[config.mk]
export PLATFORM = sky130hd
export DESIGN_NAME = button_edge_latch_array
export DESIGN_NICKNAME = d
export VERILOG_FILES = /design/src/rtl/bel_pkg.sv /design/src/rtl/bel_flag_array.sv /design/src/rtl/button_edge_latch_array.sv
export SDC_FILE = /design/constraint.sdc
export NUM_CORES = 1
export LEC_CHECK = 0
export ABC_AREA = 0
export BUFFER_PORTS_ARGS = -buffer_cell sky130_fd_sc_hd__buf_2
export CORE_MARGIN = 5
export CORE_UTILIZATION = 54
export DETAILED_ROUTE_END_ITERATION = 16
export HOLD_SLACK_MARGIN = 0.06
export MAX_ROUTING_LAYER = met4
export PLACE_DENSITY = 0.71
export REMOVE_ABC_BUFFERS = 1
export SLEW_MARGIN = 30
export SYNTH_ARGS = -nofsm -noshare
export SYNTH_HDL_FRONTEND = slang
export SYNTH_SLANG_ARGS = --single-unit
[constraint.sdc]
create_clock -name clk_i -period 6.5 [get_ports clk_i]
set_input_delay 1.625 -clock clk_i [delete_from_list [all_inputs] [get_ports clk_i]]
set_output_delay 1.625 -clock clk_i [all_outputs]
set_load 0.01 [all_outputs]
[src/rtl/bel_pkg.sv]
// bel_pkg: shared types and constants for the button edge latch array
// holds the command codes and the item and result structs
// no dependencies
`default_nettype none

package bel_pkg;

  localparam int unsigned NumButtonsDef = 32;
  localparam int unsigned IndexW        = 8;

  typedef enum logic [2:0] {
    CmdPoll         = 3'd0,
    CmdPress        = 3'd1,
    CmdRelease      = 3'd2,
    CmdClearButton  = 3'd3,
    CmdClearPress   = 3'd4,
    CmdClearRelease = 3'd5,
    CmdClearAll     = 3'd6,
    CmdQuery        = 3'd7
  } bel_cmd_e;

  typedef struct packed {
    bel_cmd_e          command;
    logic [IndexW-1:0] button_index;
    logic              level;
  } bel_in_t;

  typedef struct packed {
    logic index_valid;
    logic is_down;
    logic was_pressed;
    logic was_repeated;
    logic was_released;
    logic any_pressed;
    logic any_released;
    logic any_down;
  } bel_out_t;

endpackage

`default_nettype wire

[src/rtl/bel_flag_array.sv]
// bel_flag_array: the four sticky flag vectors and their per-command update
// returns the addressed button's flags after the update and the reductions
// depends on bel_pkg
`default_nettype none

module bel_flag_array import bel_pkg::*; #(
  parameter int unsigned NumButtons = NumButtonsDef
) (
  input  wire logic     clk_i,
  input  wire logic     rst_ni,
  input  wire logic     valid_i,
  input  wire bel_in_t  item_i,
  output bel_out_t      result_o
);

  logic [NumButtons-1:0] down_q, down_d;
  logic [NumButtons-1:0] pressed_q, pressed_d;
  logic [NumButtons-1:0] repeat_q, repeat_d;
  logic [NumButtons-1:0] released_q, released_d;
  logic [NumButtons-1:0] hit;
  logic                  index_valid;

  assign index_valid = ({1'b0, item_i.button_index} < (IndexW+1)'(NumButtons));

  always_comb begin
    down_d     = down_q;
    pressed_d  = pressed_q;
    repeat_d   = repeat_q;
    released_d = released_q;
    for (int unsigned i = 0; i < NumButtons; i++) begin
      hit[i] = index_valid && (item_i.button_index == IndexW'(i));
      if (valid_i) begin
        if (item_i.command == CmdClearAll) begin
          pressed_d[i]  = 1'b0;
          repeat_d[i]   = 1'b0;
          released_d[i] = 1'b0;
        end else if (hit[i]) begin
          unique case (item_i.command)
            CmdPoll: begin
              down_d[i] = item_i.level;
              if (down_q[i] && !item_i.level) begin
                released_d[i] = 1'b1;
              end
              if (!down_q[i] && item_i.level) begin
                pressed_d[i] = 1'b1;
                repeat_d[i]  = 1'b1;
              end
            end
            CmdPress: begin
              repeat_d[i] = 1'b1;
              if (!down_q[i]) begin
                pressed_d[i] = 1'b1;
                down_d[i]    = 1'b1;
              end
            end
            CmdRelease: begin
              if (down_q[i]) begin
                released_d[i] = 1'b1;
                down_d[i]     = 1'b0;
              end
            end
            CmdClearButton: begin
              down_d[i]     = 1'b0;
              pressed_d[i]  = 1'b0;
              repeat_d[i]   = 1'b0;
              released_d[i] = 1'b0;
            end
            CmdClearPress: begin
              pressed_d[i] = 1'b0;
              repeat_d[i]  = 1'b0;
            end
            CmdClearRelease: begin
              released_d[i] = 1'b0;
            end
            default: begin
            end
          endcase
        end
      end
    end
  end

  always_ff @(posedge clk_i or negedge rst_ni) begin
    if (!rst_ni) begin
      down_q     <= '0;
      pressed_q  <= '0;
      repeat_q   <= '0;
      released_q <= '0;
    end else begin
      down_q     <= down_d;
      pressed_q  <= pressed_d;
      repeat_q   <= repeat_d;
      released_q <= released_d;
    end
  end

  // hit is zero for an out-of-range index, so those fields read as zero
  always_comb begin
    result_o.index_valid  = index_valid;
    result_o.is_down      = |(down_d & hit);
    result_o.was_pressed  = |(pressed_d & hit);
    result_o.was_repeated = |(repeat_d & hit);
    result_o.was_released = |(released_d & hit);
    result_o.any_pressed  = |pressed_d;
    result_o.any_released = |released_d;
    result_o.any_down     = |down_d;
  end

  a_press_implies_repeat: assert property (@(posedge clk_i) disable iff (!rst_ni)
    (pressed_q & ~repeat_q) == '0)
    else $error("pressed flag set without repeat flag");

  a_clear_all: assert property (@(posedge clk_i) disable iff (!rst_ni)
    valid_i && item_i.command == CmdClearAll |=> pressed_q == '0 && released_q == '0)
    else $error("clear all left press or release flags");

  a_clear_all_keeps_down: assert property (@(posedge clk_i) disable iff (!rst_ni)
    valid_i && item_i.command == CmdClearAll |=> down_q == $past(down_q))
    else $error("clear all changed down flags");

  a_idle_holds: assert property (@(posedge clk_i) disable iff (!rst_ni)
    !valid_i |=> $stable(down_q) && $stable(pressed_q) && $stable(released_q))
    else $error("flags changed without a transfer");

endmodule

`default_nettype wire

[src/rtl/button_edge_latch_array.sv]
// button_edge_latch_array: top level, input register, flag array and result register
// depends on bel_pkg and bel_flag_array
//
//   channel  | ports                          | transfer
//   ---------+--------------------------------+-------------------------------
//   command  | start, busy, item_i            | edge with start high, busy low
//   result   | result_valid_o, result_o       | edge ending the strobe cycle
//
// one item per cycle; busy stays low, every cycle can take a transfer
// the input register holds the accepted item, the flag update is then registered
// into the result register, and the valid bit of that register drives the strobe
// reset clears all flags and both valid bits; the receiver cannot stall
`default_nettype none

module button_edge_latch_array import bel_pkg::*; #(
  parameter int unsigned NumButtons = NumButtonsDef
) (
  input  wire logic     clk_i,
  input  wire logic     rst_ni,
  input  wire logic     start,
  output logic          busy,
  input  wire bel_in_t  item_i,
  output logic          result_valid_o,
  output bel_out_t      result_o
);

  logic     in_valid_q;
  bel_in_t  in_q;
  logic     res_valid_q;
  bel_out_t res_q;
  bel_out_t res_d;

  assign busy = 1'b0;

  always_ff @(posedge clk_i or negedge rst_ni) begin
    if (!rst_ni) begin
      in_valid_q  <= 1'b0;
      res_valid_q <= 1'b0;
    end else begin
      in_valid_q  <= start && !busy;
      res_valid_q <= in_valid_q;
    end
  end

  always_ff @(posedge clk_i) begin
    if (start && !busy) begin
      in_q <= item_i;
    end
    if (in_valid_q) begin
      res_q <= res_d;
    end
  end

  bel_flag_array #(
    .NumButtons(NumButtons)
  ) u_flags (
    .clk_i    (clk_i),
    .rst_ni   (rst_ni),
    .valid_i  (in_valid_q),
    .item_i   (in_q),
    .result_o (res_d)
  );

  assign result_valid_o = res_valid_q;
  assign result_o       = res_q;

  a_result_follows: assert property (@(posedge clk_i) disable iff (!rst_ni)
    start |=> ##1 result_valid_o)
    else $error("accepted item produced no result");

  a_invalid_zero: assert property (@(posedge clk_i) disable iff (!rst_ni)
    result_valid_o && !result_o.index_valid |->
      !result_o.is_down && !result_o.was_pressed &&
      !result_o.was_repeated && !result_o.was_released)
    else $error("out-of-range index reported flags");

  a_no_spurious: assert property (@(posedge clk_i) disable iff (!rst_ni)
    !start |=> ##1 !result_valid_o)
    else $error("result without an accepted item");

endmodule

`default_nettype wire

==> After elaboration in Yosys (flattened, before gate mapping) <==
Cells that the tools add are included.
{ "classes": {"n_lt_le_gt_ge": 1, "n_eq_ne": 37, "muxes": 672, "bitwise_logic": 4, "reduce_logical": 141} }
{ "ops": {"columns": ["operator", "n"], "rows": [
  ["$mux 1", 544],
  ["$pmux 1 s3", 128],
  ["$reduce_or 32->1", 7],
  ["$and 32x32->32", 4],
  ["$eq 8x5->1 const B", 16],
  ["$logic_and 1x1->1", 96],
  ["$eq 8x4->1 const B", 8],
  ["$logic_not 1->1", 33],
  ["$eq 8x3->1 const B", 4],
  ["$eq 8x2->1 const B", 2],
  ["$eq 3x3->1 const B", 3],
  ["$eq 8x1->1 const B", 1],
  ["$logic_not 8->1", 1],
  ["$lt 8x6->1 const B", 1],
  ["$eq 3x2->1 const B", 2],
  ["$reduce_or 2->1", 3],
  ["$eq 3x1->1 const B", 1],
  ["$logic_not 3->1", 1]
]} }
{ "totals": {"regBits": 150, "in_bits": 15, "output_inout_bits": 10, "wordCells": 872} }

==> Logic depth before layout (Yosys ltp) <==
Gate-level depths: netlist of the first run.
{ "depth": {"word_depth": 9, "ltp_mapped": 11, "depth_no_buf": 7} }

==> Cells and area by module <==
Synthesis of the first run repeated with hierarchy kept, for this count alone.
{ "hier_totals": {"cells_unflattened": 1046, "hier_area_um2": 9042.4} }
{ "modules_own_cells": {"columns": ["module", "instances", "cells_each", "area_each_um2", "seq_area_each_um2"], "rows": [
  ["bel_flag_array", 1, 1022, 8380.5, 3203.1],
  ["button_edge_latch_array", 1, 24, 661.9, 650.6]
]} }

==> Least setup slack after synthesis of the first run <==
Ideal clock, no wire load.
{ "synth_path": {"kind": "reg-to-reg", "startpoint": "register in_q[5] (netlist bit)", "endpoint": "register res_q (netlist bit result_o[0]) (data pin)", "setup_time_ns": 0.272, "arrival_ns": 2.525, "t_required_ns": 6.228, "setup_slack_ns": 3.703, "stages_incl_launch_ff": 9, "path_buffers": 1, "synth_period_minus_slack_ns": 2.797, "path_cell_list": "edfxtp_1 -> buf_6 -> or4_4 -> or3_4 -> a2111oi_4 -> a21oi_1 -> o41ai_1 -> nand4_1 -> or4_1"} }
{ "synth_rtl": {"columns": ["element", "line", "source"], "rows": [
  ["start: declaration", "button_edge_latch_array.sv:28", "bel_in_t in_q;"],
  ["start signal: assignment", "button_edge_latch_array.sv:47", "in_q <= item_i;"],
  ["end signal: assignment", "button_edge_latch_array.sv:50", "res_q <= res_d;"],
  ["end: declaration", "button_edge_latch_array.sv:30", "bel_out_t res_q;"]
]} }

==> flow_metrics.tcl, run 1 <==
set metrics [dict create \
    status "completed" \
    hold_buffers 0 \
    ios 25 \
    internal-power_mw 1.646 \
    synth_seq_cells 150 \
    setup_violations 0 \
    finalSetupTns_ns 0 \
    finalHoldViolCount 0 \
    num_vias 10320 \
    rows 48 \
    max_stage_delay_ns 0.68 \
    path_max_fanout 39 \
    crit_top_cell "buf_4" \
    port_buffers 23 \
    first_pass_iters 8 \
    initialDrtViolationCount 2220 \
    grt_pass1_vias 9333 \
    clockRootBuffer "clkbuf_16" \
    synth_ff_type "dfrtp_1" \
    post_cts_buffers 0 \
    required_ns 6.68 \
    synth_commonest_cells "o21ai_0 (173), dfrtp_1 (130), nand2_1 (88), nor2_1 (72)" \
    clk_path_buf_depth 2 \
    synthArstFlopShare_pct 86.67 \
    n_fill_cell 1549 \
    path_cells "buf_4 -> or2_2 -> nand2_2 -> buf_4 -> o21ai_0 -> nor4_1 -> nand3_1 -> or4_1" \
    path_class "reg -> reg" \
    grt_max_degree 72 \
    holdCritPathClass "reg -> reg" \
    nNetsFinal 1094 \
    drv_slew 0 \
    rsz0062_at_grt "no" \
    holdPathEnd "u_flags.repeat_q[14]" \
    drive_above_1_share_pct 10.90 \
    skew_ns 0.01143 \
    r2r_end "result_o[0]" \
    post_drt_wl_per_cell_um 32.96 \
    placed_cell_area_mm2 0.009533 \
    power.leakage_nw 4.164 \
    cts_tree "yes" \
    pwr-share-clk_pct 44.0 \
    rr_startpoint "in_q[9]" \
    seq_area_mm2 0.003855 \
    netlist_area_mm2 0.009268 \
    die_h_um 141.0 \
    power_frac_comb_pct 12.9 \
    ir_drop_mv 0.2006 \
    synth-edff-count 20 \
    cts_resized 0 \
    syn2layout_area_growth_pct 9.545 \
    synthTopCellsByArea "dfrtp_1 (35%), o21ai_0 (9.3%), edfxtp_1 (6.5%), nand2_1 (3.6%), a21oi_1 (3.2%)" \
    grt.overflow.total 0 \
    htree_levels 4 \
    ys_seq_area_share_pct 41.58 \
    hp-start "u_flags.repeat_q[14]" \
    syn-mean-instance-area_um2 8.448 \
    dieWidth_um 141.0 \
    avgViaCountPerCell 7.834 \
    end_kind "flip-flop" \
    multi_input_area_mm2 0.004954 \
    min_period_ns 4.163 \
    p_sw_share_pct 31.53 \
    yosys_warnings 0 \
    drcViolationCount 0 \
    yosys.area.top_type_share_pct 35.10 \
    cp_slowest_cell "nor4_1" \
    grt_pass1_wl_um 62870 \
    whs_path_depth 2 \
    globalRouteTotalUtil_pct 44.48 \
    cp-start-kind "flip-flop" \
    power_density_mw_per_mm2 236.8 \
    floorplan.initialDensity_pct 54.34 \
    worst_pin_slew_ns 1.054 \
    postLayoutCellArea_mm2 0.01015 \
    cts_sinks 150 \
    worstRegToRegCells 8 \
    seqPwrFrac_pct 43.2 \
    synth_cell_type_count 86 \
    p_sw_uw 758.1 \
    antenna_cells 0 \
    drt-total-wl_um 43410 \
    clock_latency_ns 0.45 \
    synth.most_common_cell "o21ai_0" \
    numCtsBuffers 17 \
    arrival_ns 4.35 \
    die_area_mm2 0.01988 \
    dp_hpwl_um 30600 \
    yosys.area.top_type "dfrtp_1" \
    fin_crit_sh_pct 64.05 \
    antenna_left 0 \
    max_freq_mhz 240.2 \
    max_cap_viol_count 0 \
    clkTransAtPathRegs_ns 0.07 \
    globalplace.congestion 1.121 \
    slew_headroom_pct 29.74 \
    netlist_instances 1097 \
    rrSetupSlack_ns 2.34 \
    core-area_mm2 0.01706 \
    antenna_found_initial 0 \
]
==> power by group through the flow <==
stage	Combinational (mW)	Clock, mW	Sequential, mW
after global routing	0.321	1.10	1.04
after detailed placement	0.291	0	1.05
after floorplan	0.150	0	1.04
after CTS	0.293	1.05	1.03
final	0.309	1.06	1.04
after global placement	0.292	0	1.05
==> worst max-delay path, delay by kind of cell, from the launching register on <==
kind	cells	cell delay (ns)
AOI/OAI and AO/OA	1	0.16
DFF	1	0.64
and+or+nand+nor	5	2.31
buffers and inverters	2	0.78
==> sequential cells by signal, indices dropped and copies added, names as in the netlist <==
signal	cells
in_q	12
u_flags.pressed_q	32
u_flags.down_q	32
result_o	8
u_flags.repeat_q	32
result_valid_o	1
in_valid_q	1
u_flags.released_q	32
==> routing by layer <==
layer	up-vias	part of all wire (%)	GRT usage [%]
met3	343	16	15.47
met1	4843	36	56.49
li1	4102	-	-
met2	1030	39	59.83
met5	-	0	-
met4	0	9.1	29.07
==> placed cells by master (no fill, tap or decap), types with 9 or more instances in the layout <==
cell type / count
o21ai_0: 173
dfrtp_1: 129
nand2_1: 87
nor2_1: 71
a21oi_1: 59
nor3_1: 46
inv_1: 33
nand3_1: 33
buf_4: 27
nand4_1: 22
nor4_1: 22
buf_2: 22
a22oi_1: 20
edfxtp_1: 20
clkbuf_16: 17
nand2b_1: 16
nor2b_1: 16
a31oi_1: 15
o211ai_1: 14
o21a_1: 12
o2bb2ai_1: 10
a211oi_1: 10
a32o_1: 10
a21o_1: 9
==> layout make-up <==
class / count / area share (%)
well taps: 225 / 2.773
clock buffers: 17 / 4.190
clock inverters: 15 / 1.824
inverters: 34 / 1.257
multi-input cells: 826 / 48.79
repair buffers: 50 / 3.192
flip-flops and latches: 150 / 37.97
==> cell families after synthesis <==
logic type             Yosys count  share of synthesized area, %
AO/OA/AOI/OAI                  428                         29.66
XOR/XNOR                         3                        0.2836
buffers and inverters          121                         5.333
flip-flops                     150                         41.58
multiplexers                     2                        0.2295
other                            1                       0.04046
AND/OR/NAND/NOR                392                         22.87
==> worst max-delay path by stage <==
stage | slack, ns | from | cells after the start | endpoint
5_1_grt | 2.41 | in_q[11] | 7 | result_o[1]
4_1_cts | 2.67 | in_q[11] | 7 | result_o[2]
3_5_place_dp | 2.67 | in_q[11] | 7 | result_o[2]
2_1_floorplan | 1.16 | in_valid_q | 7 | result_o[5]
6_report | 2.34 | in_q[9] | 8 | result_o[0]
3_3_place_gp | 2.76 | in_q[9] | 8 | result_o[0]
==> metrics by stage <==
step	setup WS, ns	utilization (%)	hold WS, ns	instances	total power, mW
global route	2.409	59.52	0.5055	1317	2.456
global placement	2.760	55.87	0.4626	1285	1.341
detailed placement	2.671	55.89	0.4686	1285	1.340
floorplan	1.160	-	0.4469	1010	1.189
finish	2.337	59.52	0.4921	1317	2.404
CTS	2.673	59.47	0.4850	1317	2.378
Note: power is estimated with default switching activity, not from simulation.
==> run 2, diff against run 1 <==
==> constraint.sdc (replaced) <==
create_clock -name clk_i -period 4.25 [get_ports clk_i]
set_input_delay 1.0625 -clock clk_i [delete_from_list [all_inputs] [get_ports clk_i]]
set_output_delay 1.0625 -clock clk_i [all_outputs]
set_load 0.01 [all_outputs]
==> run 2 against run 1 <==
Sequential power rose by 52%; final cell count rose by 3.6%; highest routed layer unchanged; largest cell class unchanged; critical path depth is 1 lower.
==> flow_metrics.tcl, run 2 (synthesized netlist as in run 1, its figures left out) <==
set metrics [dict create \
    globalplace.congestion 1.118 \
    antenna_left 0 \
    cp-start-kind "flip-flop" \
    route.met2.wl_um 18160 \
    arrival_ns 4.07 \
    holdCritPathClass "reg -> reg" \
    status "completed" \
    worst_pin_slew_ns 1.007 \
    rows 48 \
    die_area_mm2 0.01988 \
    nNetsFinal 1142 \
    rsz0062_at_grt "no" \
    floorplan.initialDensity_pct 54.34 \
    first_pass_iters 8 \
    globalRouteTotalUtil_pct 46.48 \
    min_period_ns 3.899 \
    clkTransAtPathRegs_ns 0.07 \
    drcViolationCount 0 \
    top_layer_used "met4" \
    htree_levels 4 \
    clockRootBuffer "clkbuf_16" \
    post_cts_buffers 0 \
    path_class "reg -> reg" \
    drv_slew 0 \
    power_density_mw_per_mm2 343.3 \
    drt-total-wl_um 45100 \
    antenna_found_initial 0 \
    setup_violations 0 \
    finalHoldViolCount 0 \
    layout.cells.non_filler 1365 \
    cts_resized 0 \
    slew_headroom_pct 32.36 \
    layout_common_cells "o21ai_0 (173), dfrtp_1 (129), nand2_1 (87)" \
    power.leakage_nw 4.377 \
    clock_latency_ns 0.44 \
    cts_tree "yes" \
    path_max_fanout 26 \
    clk_path_buf_depth 2 \
    core-area_mm2 0.01706 \
    drive_above_1_share_pct 14.47 \
    initialDrtViolationCount 2043 \
    grt_pass1_wl_um 65730 \
    post_drt_wl_per_cell_um 33.04 \
    dp_hpwl_um 32440 \
    cts_sinks 150 \
    max_cap_viol_count 0 \
    grt_max_degree 82 \
    antenna_cells 0 \
    placedCellCount 1333 \
    grt.overflow.total 0 \
    grt_pass1_vias 9797 \
    fin_crit_sh_pct 91.74 \
    syn2layout_area_growth_pct 12.99 \
    skew_ns 0.01682 \
    dieWidth_um 141.0 \
    hold_buffers 0 \
    ios 25 \
    end_kind "flip-flop" \
    required_ns 4.42 \
    ir_drop_mv 0.3213 \
    avgViaCountPerCell 7.667 \
    final_common_cell "o21ai_0" \
    die_h_um 141.0 \
    numCtsBuffers 17 \
    hold_ws_ns 0.4916 \
    port_buffers 23 \
    max_freq_mhz 256.5 \
    num_vias 10470 \
    routedLengthMet1_um 15840 \
    wl_met3_um 7382 \
]
## run 2: worst max-delay path, cell delays in order, from the launching register on
cell      delay (ns)
edfxtp_1        0.96
nand2b_1        0.59
nor3_1          0.79
a21boi_1        0.20
o21ai_0         0.19
a22o_1          0.20
nand4_1         0.13
or4_1           0.57
## run 2: final timing paths
kind,endpoint,from,slack (ns),cells after the start
max reg2reg,result_o[0],in_q[1],0.35,7
min reg2reg,u_flags.pressed_q[24],u_flags.pressed_q[24],0.49,2
min in group asynchronous,u_flags.released_q[18],rst_ni,0.69,1
min,u_flags.pressed_q[24],u_flags.pressed_q[24],0.49,2
max,result_o[0],in_q[1],0.35,7
max in group asynchronous,u_flags.repeat_q[21],rst_ni,2.78,2
## run 2: cell type report
class / instances / area (µm²)
clock buffers: 18 / 429.2
well taps: 225 / 281.5
clock inverters: 14 / 142.6
fillers: 1506 / 6585
inverters: 34 / 127.6
repair buffers: 98 / 696.9
multi-input cells: 826 / 4938
flip-flops and latches: 150 / 3855
## run 2: metrics by stage
stage / setup slack (ns) / TNS (ns) / instance area (µm²) / power, mW / utilization, %
2_1_floorplan: -1.090 / -40.55 / 8901 / 1.818 / -
3_3_place_gp: 0.5831 / 0 / 9893 / 2.078 / 58.00
3_5_place_dp: 0.5878 / 0 / 9893 / 2.079 / 58.00
4_1_cts: 0.5598 / 0 / 10470 / 3.561 / 61.36
5_1_grt: 0.2670 / 0 / 10470 / 3.681 / 61.39
6_report: 0.3512 / 0 / 10470 / 3.594 / 61.39
## run 2: power by group
group	switching, mW	total, mW	internal, mW	leakage [nW]
registers	0.0822	1.58	1.50	1.98
logic	0.361	0.505	0.144	2.12
clock network	0.682	1.50	0.822	0.277
total	1.13	3.59	2.47	4.38
## run 2: per-layer routing
metal / vias up / global-route usage (%)
met3: 294 / 16.28
met2: 1099 / 63.66
met1: 4865 / 59.16
met4: 0 / 27.43
met5: - / -
li1: 4207 / -
==> run 3, diff against run 2 <==
--- a/config.mk
+++ b/config.mk
@@ -7,12 +7,14 @@
 export LEC_CHECK = 0
 export ABC_AREA = 0
 export BUFFER_PORTS_ARGS = -buffer_cell sky130_fd_sc_hd__buf_2
+export CELL_PAD_IN_SITES_DETAIL_PLACEMENT = 2
+export CELL_PAD_IN_SITES_GLOBAL_PLACEMENT = 2
 export CORE_MARGIN = 5
-export CORE_UTILIZATION = 54
+export CORE_UTILIZATION = 39
 export DETAILED_ROUTE_END_ITERATION = 16
 export HOLD_SLACK_MARGIN = 0.06
 export MAX_ROUTING_LAYER = met4
-export PLACE_DENSITY = 0.71
+export PLACE_DENSITY_LB_ADDON = 0.1
 export REMOVE_ABC_BUFFERS = 1
 export SLEW_MARGIN = 30
 export SYNTH_ARGS = -nofsm -noshare
==> run 3 against run 2 <==
Setup slack improved by 0.0049 ns; critical path type unchanged; sequential share of layout area fell by 0.46 points; combinational power rose by 8.5%; total power rose by 1.3%; sequential power barely moved.
==> flow_metrics.tcl, run 3 (synthesized netlist as in run 1, its figures left out) <==
set metrics [dict create \
    seq_area_mm2 0.003855 \
    port_buffers 23 \
    fin_crit_sh_pct 91.62 \
    globalplace.congestion 1.027 \
    cts_sinks 150 \
    power_density_mw_per_mm2 343.3 \
    required_ns 4.42 \
    dp_hpwl_um 38740 \
    grt_use_met2_pct 60.33 \
    grt.overflow.total 0 \
    globalRouteTotalUtil_pct 40.86 \
    drcViolationCount 0 \
    finalHoldViolCount 0 \
    die_h_um 164.2 \
    power.leakage_nw 4.383 \
    avgViaCountPerCell 7.205 \
    grt-busiest-layer "met2" \
    dp_worst_setup_slack_ns 0.5221 \
    path_class "reg -> reg" \
    path_cells "or4b_1 -> buf_4 -> nor3_2 -> o21ai_0 -> a21boi_0 -> nand4b_1 -> nor4_1 -> nand4_1" \
    ir_drop_mv 0.1964 \
    finish.utilization_pct 45.31 \
    pwr-share-clk_pct 41.5 \
    n_fill_cell 2646 \
    antenna_left 0 \
    antenna_cells 0 \
    post_cts_buffers 0 \
    end_kind "flip-flop" \
    floorplan.initialDensity_pct 39.60 \
    clockRootBuffer "clkbuf_16" \
    cts_tree "yes" \
    hold_buffers 0 \
    multi_input_area_mm2 0.004940 \
    grt_util_met1_pct 52.80 \
    drt-total-wl_um 52890 \
    syn2layout_area_growth_pct 14.42 \
    grt_pass1_vias 10770 \
    slew_headroom_pct 33.78 \
    rows 56 \
    rrSetupSlack_ns 0.36 \
    initialDrtViolationCount 1478 \
    clock_latency_ns 0.44 \
    antenna_found_initial 0 \
    max_stage_delay_ns 0.87 \
    htree_levels 4 \
    final_common_cell "o21ai_0" \
    drv_slew 0 \
    status "completed" \
    core-area_mm2 0.02340 \
    first_pass_iters 5 \
    layout_common_cells "o21ai_0 (173), dfrtp_1 (129), nand2_1 (87)" \
    crit_path_end "result_o[1]" \
    numCtsBuffers 17 \
    worst_pin_slew_ns 0.9933 \
    p_sw_mw 1.184 \
    path_max_fanout 16 \
    max_cap_viol_count 0 \
    whs_path_depth 1 \
    min_period_ns 3.894 \
    rsz0062_at_grt "no" \
    skew_ns 0.01322 \
    rr_startpoint "in_q[5]" \
    critPathLaunch "in_q[5]" \
    post_drt_wl_per_cell_um 36.20 \
    internal-power_mw 2.456 \
    cts_resized 0 \
    num_vias 10530 \
    ios 25 \
    p_sw_share_pct 32.53 \
    arrival_ns 4.06 \
    grt_pass1_wl_um 76800 \
    die_area_mm2 0.02695 \
    grt.met3_usage_pct 7.177 \
    cp_slowest_cell "or4b_1" \
    r2r_end "result_o[1]" \
    setup_violations 0 \
    power_frac_comb_pct 15.0 \
    worstRegToRegCells 8 \
    cp-start-kind "flip-flop" \
    clk_path_buf_depth 2 \
    dieWidth_um 164.2 \
    max_freq_mhz 256.8 \
    hold_ws_ns 0.4817 \
    nNetsFinal 1144 \
    clkTransAtPathRegs_ns 0.07 \
    total_power_mw 3.640 \
    seqPwrFrac_pct 43.4 \
    drive_above_1_share_pct 14.80 \
    fin_ws_ns 0.3561 \
    holdCritPathClass "reg -> reg" \
    grt_max_degree 74 \
]
==> run 3: changes by cell type in the layout (fill, tap and decap cells not counted), moves of 2 or more <==
cell,delta
nor3_2,+2
clkinvlp_4,-2
clkinv_4,+2
clkinv_2,+3
inv_4,-2
==> run 3: worst min-delay path by stage <==
stage                     slack [ns]              endpoint            startpoint
final                           0.48  u_flags.repeat_q[27]  u_flags.repeat_q[27]
after global routing            0.51  u_flags.repeat_q[11]  u_flags.repeat_q[11]
after CTS                       0.49  u_flags.repeat_q[27]  u_flags.repeat_q[27]
after detailed placement        0.47  u_flags.repeat_q[27]  u_flags.repeat_q[27]
after global placement          0.46  u_flags.repeat_q[27]  u_flags.repeat_q[27]
after floorplan                 0.45  u_flags.repeat_q[14]  u_flags.repeat_q[14]
==> run 3: power groups by stage <==
stage | registers (mW) | clock network [mW] | logic (mW)
after global placement | 1.60 | 0 | 0.514
final | 1.58 | 1.51 | 0.548
after floorplan | 1.59 | 0 | 0.229
after CTS | 1.58 | 1.52 | 0.529
after global routing | 1.58 | 1.59 | 0.569
after detailed placement | 1.60 | 0 | 0.525
==> run 3: worst max-delay path, delay by kind of cell (launching register included) <==
family | cells | cell delay [ns]
flip-flops | 1 | 0.57
AO/OA/AOI/OAI | 2 | 0.49
buffers and inverters | 1 | 0.32
AND/OR/NAND/NOR | 5 | 2.24
==> run 3: cell type report <==
cell class	instances	share of cell area, %
well taps	319	3.764
multi-input cells	826	46.58
clock inverters	12	0.8496
inverters	34	1.204
repair buffers	100	6.832
flip-flops and latches	150	36.35
clock buffers	20	4.413
==> run 3: layer usage <==
layer	up-vias	part of all wire [%]
met4	0	7.1
met5	-	0
met3	215	9.5
li1	4218	-
met1	5381	40
met2	713	43
==> run 3: metrics by stage <==
step           area (µm²)  instances  TNS [ns]
4_1_cts             10600       1461         0
2_1_floorplan        8901       1010    -40.55
5_1_grt             10600       1461         0
6_report            10600       1461         0
3_3_place_gp        10040       1429         0
3_5_place_dp        10050       1429         0
